## src/hdl/rbsm_pkg.sv

```systemverilog
`timescale 1ns / 1ps
// ----------------------------------------------------------------------------
// rbsm_pkg
// Shared types, codes and helper functions of the ROM bank switch mapper.
// ----------------------------------------------------------------------------
package rbsm_pkg;

	// Field widths
	localparam int OP_W       = 2;
	localparam int ADDR_W     = 16;
	localparam int VALUE_W    = 8;
	localparam int OFFSET_W   = 21;
	localparam int PAGES_W    = 4;
	localparam int VARIANT_W  = 3;
	localparam int COUNT_W    = 9;
	localparam int BANK_W     = 8;
	localparam int NUM_BANKS  = 8;
	localparam int SEL_W      = 3;
	localparam int CFG_IDX_W  = 2;
	localparam int CFG_DATA_W = 9;
	localparam int S_DATA_W   = 24;
	localparam int M_DATA_W   = 32;

	// Default for the byte offset width kept in mapped_offset
	localparam int OFFSET_BITS_DEF = 21;

	// Operation codes carried in tuser
	typedef enum logic [OP_W-1:0] {
		OP_WRITE = 2'd0,
		OP_PRG   = 2'd1,
		OP_CHR   = 2'd2,
		OP_NONE  = 2'd3
	} op_t;

	// Board variant codes (5 to 7 act as base)
	localparam logic [VARIANT_W-1:0] VAR_BASE   = 3'd0;
	localparam logic [VARIANT_W-1:0] VAR_CHR2K  = 3'd1;
	localparam logic [VARIANT_W-1:0] VAR_CHRHI  = 3'd2;
	localparam logic [VARIANT_W-1:0] VAR_NTCTL  = 3'd3;
	localparam logic [VARIANT_W-1:0] VAR_SINGLE = 3'd4;

	// Configuration register indexes
	localparam logic [CFG_IDX_W-1:0] CFG_VARIANT = 2'd0;
	localparam logic [CFG_IDX_W-1:0] CFG_PRG_CNT = 2'd1;
	localparam logic [CFG_IDX_W-1:0] CFG_CHR_CNT = 2'd2;
	localparam logic [CFG_IDX_W-1:0] CFG_MIRROR  = 2'd3;

	// Quadrant page patterns
	localparam logic [PAGES_W-1:0] PAGES_HORZ   = 4'hC;
	localparam logic [PAGES_W-1:0] PAGES_VERT   = 4'hA;
	localparam logic [PAGES_W-1:0] PAGES_ALL_1  = 4'hF;
	localparam logic [PAGES_W-1:0] PAGES_ALL_0  = 4'h0;

	// Fixed program banks of windows 2 and 3
	localparam logic [BANK_W-1:0] PRG_BANK_2ND_LAST = 8'hFE;
	localparam logic [BANK_W-1:0] PRG_BANK_LAST     = 8'hFF;

	// Mapper state seen by the translate logic
	typedef struct packed {
		logic [VARIANT_W-1:0]             variant;
		logic [BANK_W-1:0]                prg_mask;
		logic [BANK_W-1:0]                chr_mask;
		logic [NUM_BANKS-1:0][BANK_W-1:0] banks;
	} map_state_t;

	// Item being retired, as seen by the bank file
	typedef struct packed {
		logic               wr_en;
		logic               odd;
		logic [VALUE_W-1:0] value;
	} bus_write_t;

	// Bank count to wrap mask: zero acts as one, above 256 acts as 256
	function automatic logic [BANK_W-1:0] count_mask(input logic [COUNT_W-1:0] count);
		logic [COUNT_W-1:0] m;
		begin
			m = count - 9'd1;
			if (count == '0) begin
				count_mask = '0;
			end else if (count > 9'd256) begin
				count_mask = '1;
			end else begin
				count_mask = m[BANK_W-1:0];
			end
		end
	endfunction

	// Bank register value as read for translation
	function automatic logic [BANK_W-1:0] eff_reg(
		input logic [VARIANT_W-1:0] variant,
		input logic [SEL_W-1:0]     idx,
		input logic [BANK_W-1:0]    raw
	);
		logic [BANK_W-1:0] r;
		begin
			r = raw;
			if (variant == VAR_CHRHI || variant == VAR_SINGLE) begin
				if (idx <= 3'd1) begin
					r = raw & 8'h3F;
				end else if (idx <= 3'd5) begin
					r = raw | 8'h40;
				end
			end
			eff_reg = r;
		end
	endfunction

endpackage

```

## src/hdl/rom_bank_switch_mapper_unit.sv

```systemverilog
`timescale 1ns / 1ps
// ----------------------------------------------------------------------------
// rom_bank_switch_mapper_unit
// Cartridge bank switching mapper: register writes and address translation.
// ----------------------------------------------------------------------------
// Input stream s_*: one word per bus access. s_tuser holds the operation
// (write, program translate, character translate); s_tdata holds the address
// and the written byte. Output stream m_*: one word per input word with the
// ROM byte offset (zero for writes) and the four quadrant page bits as they
// stand after that access.
// Configuration channel cfg_*: always ready, index selects variant, program
// bank count, character bank count or initial mirroring. Write it only while
// no word is in flight.
// Pipeline: one input register and one result register with the translate
// logic between; a word passes the input register, then the result register,
// to m_tvalid. Throughput is one word per cycle unless the receiver stalls;
// each word updates the bank registers as it enters the result register, so
// the next word sees the new state. On a stall the result register holds;
// the input register keeps accepting until it is full, then s_tready drops.
// Reset restores the power-on bank registers, horizontal mirroring, 16
// program banks and 64 character banks, and empties both registers.
// ----------------------------------------------------------------------------
module rom_bank_switch_mapper_unit
	import rbsm_pkg::*;
#(
	parameter int OFFSET_BITS = OFFSET_BITS_DEF
)
(
	input  logic                  clk,
	input  logic                  arst_n,
	input  logic                  s_tvalid,
	output logic                  s_tready,
	input  logic [S_DATA_W-1:0]   s_tdata,   // [15:0] address, [23:16] bus_value
	input  logic [OP_W-1:0]       s_tuser,   // [1:0] operation
	output logic                  m_tvalid,
	input  logic                  m_tready,
	output logic [M_DATA_W-1:0]   m_tdata,   // [20:0] mapped_offset, [24:21] nametable_select
	input  logic                  cfg_valid,
	output logic                  cfg_ready,
	input  logic [CFG_IDX_W-1:0]  cfg_index,
	input  logic [CFG_DATA_W-1:0] cfg_data
);

	logic                valid_s1;
	op_t                 op_s1;
	logic [ADDR_W-1:0]   addr_s1;
	logic [VALUE_W-1:0]  value_s1;
	logic                valid_q;
	logic [OFFSET_W-1:0] offset_q;
	logic [PAGES_W-1:0]  pages_q;
	logic                advance;
	logic                accept;
	map_state_t          state;
	bus_write_t          bus_wr;
	logic [PAGES_W-1:0]  pages_next;
	logic [OFFSET_W-1:0] offset;

	assign advance   = !valid_q || m_tready;
	assign s_tready  = !valid_s1 || advance;
	assign accept    = s_tvalid && s_tready;
	assign cfg_ready = 1'b1;

	// Retiring word drives the bank file update
	assign bus_wr.wr_en = valid_s1 && advance && op_s1 == OP_WRITE && addr_s1[ADDR_W-1];
	assign bus_wr.odd   = addr_s1[0];
	assign bus_wr.value = value_s1;

	rbsm_bank_file u_bank_file (
		.clk        (clk),
		.arst_n     (arst_n),
		.cfg_wr     (cfg_valid),
		.cfg_index  (cfg_index),
		.cfg_data   (cfg_data),
		.bus_wr     (bus_wr),
		.state      (state),
		.pages_next (pages_next)
	);

	rbsm_xlate #(
		.OFFSET_BITS (OFFSET_BITS)
	) u_xlate (
		.op      (op_s1),
		.address (addr_s1),
		.state   (state),
		.offset  (offset)
	);

	// Input register
	always_ff @(posedge clk or negedge arst_n) begin
		if (!arst_n) begin
			valid_s1 <= 1'b0;
		end else if (accept) begin
			valid_s1 <= 1'b1;
		end else if (advance) begin
			valid_s1 <= 1'b0;
		end
	end

	always_ff @(posedge clk) begin
		if (accept) begin
			op_s1    <= op_t'(s_tuser);
			addr_s1  <= s_tdata[ADDR_W-1:0];
			value_s1 <= s_tdata[ADDR_W+VALUE_W-1:ADDR_W];
		end
	end

	// Result register: advance when empty or taken
	always_ff @(posedge clk or negedge arst_n) begin
		if (!arst_n) begin
			valid_q <= 1'b0;
		end else if (advance) begin
			valid_q <= valid_s1;
		end
	end

	always_ff @(posedge clk) begin
		if (advance && valid_s1) begin
			offset_q <= offset;
			pages_q  <= pages_next;
		end
	end

	assign m_tvalid = valid_q;
	assign m_tdata  = {{(M_DATA_W-OFFSET_W-PAGES_W){1'b0}}, pages_q, offset_q};

endmodule

```

## src/hdl/rbsm_bank_file.sv

```systemverilog
`timescale 1ns / 1ps
// ----------------------------------------------------------------------------
// rbsm_bank_file
// Configuration registers, register select, bank registers and quadrant pages.
// ----------------------------------------------------------------------------
module rbsm_bank_file
	import rbsm_pkg::*;
(
	input  logic                  clk,
	input  logic                  arst_n,
	input  logic                  cfg_wr,
	input  logic [CFG_IDX_W-1:0]  cfg_index,
	input  logic [CFG_DATA_W-1:0] cfg_data,
	input  bus_write_t            bus_wr,
	output map_state_t            state,
	output logic [PAGES_W-1:0]    pages_next
);

	logic [VARIANT_W-1:0]             variant_q;
	logic [BANK_W-1:0]                prg_mask_q;
	logic [BANK_W-1:0]                chr_mask_q;
	logic [SEL_W-1:0]                 sel_q;
	logic [NUM_BANKS-1:0][BANK_W-1:0] banks_q;
	logic [PAGES_W-1:0]               pages_q;
	logic [BANK_W-1:0]                wr_value;
	logic                             nt_a;
	logic                             nt_b;

	// Registers 0 and 1 drop bit 0 on load
	assign wr_value = (sel_q <= 3'd1) ? (bus_wr.value & 8'hFE) : bus_wr.value;

	// Bit 5 of registers 0 and 1 after this write
	assign nt_a = (bus_wr.odd && sel_q == 3'd0) ? wr_value[5] : banks_q[0][5];
	assign nt_b = (bus_wr.odd && sel_q == 3'd1) ? wr_value[5] : banks_q[1][5];

	// Quadrant pages after the retiring item
	always_comb begin
		pages_next = pages_q;
		if (bus_wr.wr_en) begin
			if (variant_q == VAR_SINGLE) begin
				pages_next = bus_wr.value[6] ? PAGES_ALL_1 : PAGES_ALL_0;
			end
			if (bus_wr.odd && variant_q == VAR_NTCTL) begin
				pages_next = {nt_b, nt_b, nt_a, nt_a};
			end
		end
	end

	// Configuration and mapper state
	always_ff @(posedge clk or negedge arst_n) begin
		if (!arst_n) begin
			variant_q  <= VAR_BASE;
			prg_mask_q <= 8'd15;
			chr_mask_q <= 8'd63;
			sel_q      <= '0;
			banks_q    <= {8'd1, 8'd0, 8'd7, 8'd6, 8'd5, 8'd4, 8'd2, 8'd0};
			pages_q    <= PAGES_HORZ;
		end else begin
			if (cfg_wr) begin
				case (cfg_index)
					CFG_VARIANT: variant_q  <= cfg_data[VARIANT_W-1:0];
					CFG_PRG_CNT: prg_mask_q <= count_mask(cfg_data);
					CFG_CHR_CNT: chr_mask_q <= count_mask(cfg_data);
					CFG_MIRROR: begin
						pages_q  <= cfg_data[0] ? PAGES_VERT : PAGES_HORZ;
					end
					default: ;
				endcase
			end else begin
				pages_q <= pages_next;
			end
			if (bus_wr.wr_en) begin
				if (bus_wr.odd) begin
					banks_q[sel_q] <= wr_value;
				end else begin
					sel_q <= bus_wr.value[SEL_W-1:0];
				end
			end
		end
	end

	// Expose the mapper state to the translate logic
	assign state.variant  = variant_q;
	assign state.prg_mask = prg_mask_q;
	assign state.chr_mask = chr_mask_q;
	assign state.banks    = banks_q;

endmodule

```

## src/hdl/rbsm_xlate.sv

```systemverilog
`timescale 1ns / 1ps
// ----------------------------------------------------------------------------
// rbsm_xlate
// Translates a program or character address into a ROM byte offset.
// ----------------------------------------------------------------------------
module rbsm_xlate
	import rbsm_pkg::*;
#(
	parameter int OFFSET_BITS = OFFSET_BITS_DEF
)
(
	input  op_t                 op,
	input  logic [ADDR_W-1:0]   address,
	input  map_state_t          state,
	output logic [OFFSET_W-1:0] offset
);

	localparam int KEEP_BITS = (OFFSET_BITS < OFFSET_W) ? OFFSET_BITS : OFFSET_W;
	localparam logic [OFFSET_W-1:0] KEEP_MASK = {OFFSET_W{1'b1}} >> (OFFSET_W - KEEP_BITS);

	logic [NUM_BANKS-1:0][BANK_W-1:0] eff;
	logic [BANK_W-1:0]                prg_bank;
	logic [BANK_W-1:0]                chr_bank;
	logic [2:0]                       slot;
	logic [1:0]                       pair;
	logic [OFFSET_W-1:0]              raw_off;

	// Effective bank register values
	always_comb begin
		for (int i = 0; i < NUM_BANKS; i++) begin
			eff[i] = eff_reg(state.variant, SEL_W'(i), state.banks[i]);
		end
	end

	// Program window bank
	always_comb begin
		case (address[14:13])
			2'd0:    prg_bank = eff[6];
			2'd1:    prg_bank = eff[7];
			2'd2:    prg_bank = PRG_BANK_2ND_LAST;
			default: prg_bank = PRG_BANK_LAST;
		endcase
	end

	// Character page bank
	assign slot = address[12:10];
	assign pair = address[12:11];
	always_comb begin
		if (state.variant == VAR_CHR2K) begin
			chr_bank = eff[{1'b0, pair} + 3'd2];
		end else if (!slot[2]) begin
			chr_bank = {eff[{2'b00, slot[1]}][BANK_W-1:1], slot[0]};
		end else begin
			chr_bank = eff[slot - 3'd2];
		end
	end

	// Assemble the byte offset
	always_comb begin
		case (op)
			OP_PRG: raw_off = {prg_bank & state.prg_mask, address[12:0]};
			OP_CHR: begin
				if (state.variant == VAR_CHR2K) begin
					raw_off = OFFSET_W'({chr_bank & state.chr_mask, address[10:0]});
				end else begin
					raw_off = OFFSET_W'({chr_bank & state.chr_mask, address[9:0]});
				end
			end
			default: raw_off = '0;
		endcase
	end

	assign offset = raw_off & KEEP_MASK;

endmodule
```

## config.mk

```make
export PLATFORM = sky130hd
export DESIGN_NAME = rom_bank_switch_mapper_unit
export DESIGN_NICKNAME = d
export VERILOG_FILES = /design/src/hdl/rbsm_pkg.sv /design/src/hdl/rom_bank_switch_mapper_unit.sv /design/src/hdl/rbsm_bank_file.sv /design/src/hdl/rbsm_xlate.sv
export SDC_FILE = /design/constraint.sdc
export NUM_CORES = 1
export LEC_CHECK = 0
export ABC_CLOCK_PERIOD_IN_PS = 2600
export BUFFER_PORTS_ARGS = -buffer_cell sky130_fd_sc_hd__buf_4
export CAP_MARGIN = 15
export CORE_MARGIN = 2
export CORE_UTILIZATION = 52
export DETAILED_ROUTE_END_ITERATION = 12
export PLACE_DENSITY = 0.7
export SYNTH_ARGS = -nofsm -noshare
export SYNTH_HDL_FRONTEND = slang
export SYNTH_HIERARCHICAL = 1
export SYNTH_SLANG_ARGS = --single-unit
```

## constraint.sdc

```tcl
create_clock -name clk -period 2.6 [get_ports clk]
set_clock_uncertainty 0.1 [all_clocks]
set_input_delay 0.52 -clock clk [delete_from_list [all_inputs] [get_ports clk]]
set_output_delay 0.52 -clock clk [all_outputs]
set_load 0.01 [all_outputs]
```

Yosys cells after proc, flatten, opt, wreduce, memory -nomap -nowiden
Cells that the tools add are included.

storage, ports and cells
  register bits after elaboration = 143
  input port bits = 42
  output and inout port bits = 35
  word-level logic and storage cells = 104

cells by class
  $add $sub $neg = 3
  order comparisons = 7
  equality and inequality tests = 13
  muxes and demuxes = 34
  bitwise logic cells = 3
  reductions and logical operators = 24

operators with widths
  operator                                                               number
  8-bit 2-to-1 mux                                                       11
  64-bit bitwise mux                                                     1
  8-bit binary-select mux with 3-bit select                              2
  21-bit one-hot mux with 2 select lines                                 1
  7-bit 2-to-1 mux                                                       4
  8-bit demux with 3-bit select                                          1
  4-bit 2-to-1 mux                                                       6
  8-bit one-hot mux with 3 select lines                                  1
  19-bit 2-to-1 mux                                                      1
  8-bit AND                                                              2
  3-bit by 4-bit < comparator with 1-bit output, second input constant   3
  2-bit AND reduction                                                    5
  9-bit > comparator, second input constant                              1
  9-bit zero test                                                        1
  2-bit equality test, second input constant                             4
  1-bit logical AND                                                      8
  8-bit by 1-bit subtractor with 8-bit output, second input constant     1
  2-bit by 1-bit equality test with 1-bit output, second input constant  3
  3-bit by 1-bit equality test with 1-bit output, second input constant  2
  3-bit by 2-bit equality test with 1-bit output, second input constant  2
  2-bit zero test                                                        3
  1-bit 2-to-1 mux                                                       5
  1-bit by 4-bit < comparator with 1-bit output, second input constant   1
  2-bit by 2-bit adder with 3-bit output, second input constant          1
  other kinds (11)                                                       14

Longest topological paths before layout
  depth in word-level cells = 10
  depth in mapped cells = 7

Cells and area by module
The synthesis kept the hierarchy.

by module, submodules not included
  module                       instances  cells an instance  area an instance (um2)
  rbsm_bank_file               1          312                4,025.1
  rom_bank_switch_mapper_unit  1          71                 1,715.4
  rbsm_xlate                   1          124                1,087.3

Worst setup path after synthesis
OpenSTA, ideal clock, no wires.

  path kind = input to register
  start = input port m_tready
  end = register u_bank_file.banks_q, in the netlist u_bank_file/state[1]
  library setup time = 0.125 ns
  arrival = 1.831 ns
  required time = 2.375 ns
  path slack = 0.544 ns
  cell stages on the path = 6
  buffers on the path = 1
  cell sequence = nand2b_1 and4_1 nand3b_2 or3_1 buf_6 mux2_4

RTL lines
  item                           RTL line                           RTL
  start, declared                rom_bank_switch_mapper_unit.sv:36  input logic m_tready,
  end signal, assigned           rbsm_bank_file.sv:56               banks_q <= {8'd1, 8'd0, 8'd7, 8'd6, 8'd5, 8'd4, 8'd2, 8'd0};
  end signal, assigned by index  rbsm_bank_file.sv:74               banks_q[sel_q] <= wr_value;
  end, declared                  rbsm_bank_file.sv:23               logic [NUM_BANKS-1:0][BANK_W-1:0] banks_q;

==> reports/qor.yml <==
final_layout:
  post_layout_nets: 627
  drive_gt1_frac: 0.396
  synthToLayoutAreaGrowth_pct: 18.8
  instances_no_fill: 766
  fillCellCount: 963
  antenna_cells: 0
  final_core_utilization: 0.634
  mostFrequentLayoutCell: "buf_4"
  layout_common_cells: "79 x buf_4, 68 x dfrtp_1, 64 x mux2_2, 51 x edfxtp_1, 31 x nand2_1"
clocking:
  clock-root-buffer: "clkbuf_16"
  clock_pin_slew_reported_for_the_worst_setup_and_hold_paths_after_clock_tree_synthesis_ns: 0.06
  post_cts.resized_instances: 0
  tritoncts.num_buffers: 17
  postCtsHoldBufs: 0
  htree_levels: 4
  cts_tree: "done"
  cts_max_path_buffers: 2
  insertion_delay_to_the_later_sink_of_the_worst_skew_pair_ns: 0.41
  cts_sinks: 141
  cts_setup_buffers: 0
setup_path:
  reg2reg_from: "op_s1[1]$_DFFE_PP_"
  r2r.worst_path.cells: 5
  crit_required_ns: 2.79
  arrival_ns: 2.36
  timing.critical_path.fanout_max: 7
  worst_setup_path_start_kind: "flip-flop"
  setup.worst_path.end_class: "flip-flop"
  timing.rr.end: "u_bank_file/state[10]$_DFFE_PN0P_"
  crit_type: "reg -> reg"
  setup.reg_to_reg.worst_slack_ns: 0.44
sta:
  final_period_minus_worst_setup_slack_ns: 2.16
  worst_margin_slew_ns: 0.711
  grt_setup_unrepaired: "no"
  final_hold_viol_count: 0
  slew_violations: 0
  fin_crit_sh: 0.833
  fmax_mhz: 462
  setup-tns-final_ns: 0
  max-slew-margin-rel: 0.526
  setup-violations-final: 0
  final_worst_path_setup_slack_ns: 0.435
pwr:
  max-vdd-ir-drop_mv: 0.589
  power_density_nw_per_um2: 753
  p_leak_uw: 0.00348
routing:
  final_antenna_net_count: 0
  detail_route.drc_violations: 0
  routed_wirelength_um: 15200
  detail_route.first_pass.iterations: 5
  via_count: 4414
  number_of_drc_markers_after_the_initial_detailed_route_iteration: 298
  vias_per_cell: 5.76
  routed_wire_length_per_instance_um: 19.8
floorplanning:
  die_width_um: 118
  core_sq_um: 12700
  io_pins: 77
  num_rows: 41
  initial_core_util: 0.534
  overall_die_area_sq_um: 13900
  dieHeight_um: 118
yosys:
  netlist_area_sq_um: 6770
  yosys_warnings: 6
  syn-mean-instance-area_sq_um: 13.4
  post_synth_inst_count: 503
worst_hold_path:
  min_path_type: "in -> async"
outcome:
  run_status: "finished, final reports clean"
job:
  drv_cap: 0
placement:
  gp_routability_congestion: 0.898
  place.detailed.instances: 734
  hpwl_um: 10500
  i_o_buffers: 68
  dp_worst_setup_slack_ns: 0.294
global_route:
  leftover_overflow_at_the_end_of_global_routing: 0
  grt_first_pass_wirelength_um: 24200
  grtUsageTotal: 0.228
  grt_max_degree: 48
  antenna_found_initial: 0
  first_global_vias: 4450
-- power breakdown --
part / switching (uW) / leakage (uW) / internal, uW
Clock: 852 / 0.000293 / 1540
Sequential: 230 / 0.00163 / 2610
Combinational: 381 / 0.00155 / 431
-- cell type report --
| class | count | area [sq um] | share of cell area |
|---|---|---|---|
| clock inverter | 6 | 80.1 | 0.00997 |
| inverter | 8 | 30.0 | 0.00374 |
| multi-input combinational | 332 | 2760 | 0.343 |
| sequential | 141 | 3810 | 0.474 |
| timing repair buffer | 81 | 633 | 0.0788 |
| clock buffer | 26 | 510 | 0.0635 |
| tap | 172 | 215 | 0.0268 |
-- state kept, by name (all words and copies together), names as in the netlist --
register and count:
u_bank_file/chr_mask_q 8, u_bank_file/state 62, offset_q 21, u_bank_file/pages_q 4, u_bank_file/prg_mask_q 8, value_s1 8, valid_s1 1, addr_s1 16
pages_q 4, u_bank_file/variant_q 3, op_s1 2, m_tvalid 1, u_bank_file/sel_q 3
-- layer usage --
| metal | up-vias | global-route usage | part of all wire |
|---|---|---|---|
| met5 | - | 0 | 0 |
| met4 | 0 | 0.0738 | 0.014 |
| met3 | 16 | 0.0509 | 0.052 |
| met2 | 164 | 0.365 | 0.49 |
| met1 | 2222 | 0.308 | 0.44 |
| li1 | 2012 | - | - |
-- critical path, stage by stage, from the launching register on --
cell,delay [ns]
edfxtp_1,0.43
nor2_1,0.16
and4_1,0.31
nand3_2,0.16
or3_1,0.54
mux2_4,0.36
-- through the flow --
stage                     area (sq um)  total power, uW  hold slack (ns)
after floorplan                   6790             3350            0.124
after global placement            7440             3640            0.356
after detailed placement          7440             3680            0.361
after CTS                         8040             6100          0.00708
after global routing              8040             6300           0.0403
final                             8040             6050          0.00631
-- worst max path at each step --
| stage | start | to | slack (ns) | cells past startpoint |
|---|---|---|---|---|
| 4_1_cts | op_s1[1]$_DFFE_PP_ | u_bank_file/state[10]$_DFFE_PN0P_ | 0.43 | 5 |
| 2_1_floorplan | m_tready | u_bank_file/state[1]$_DFFE_PN0P_ | 0.55 | 6 |
| 3_5_place_dp | m_tready | u_bank_file/state[1]$_DFFE_PN0P_ | 0.29 | 6 |
| 6_report | op_s1[1]$_DFFE_PP_ | u_bank_file/state[10]$_DFFE_PN0P_ | 0.44 | 5 |
| 5_1_grt | op_s1[1]$_DFFE_PP_ | u_bank_file/state[10]$_DFFE_PN0P_ | 0.32 | 5 |
| 3_3_place_gp | m_tready | u_bank_file/state[11]$_DFFE_PN0P_ | 0.33 | 6 |
No activity file was read; power rests on OpenSTA's default activity.
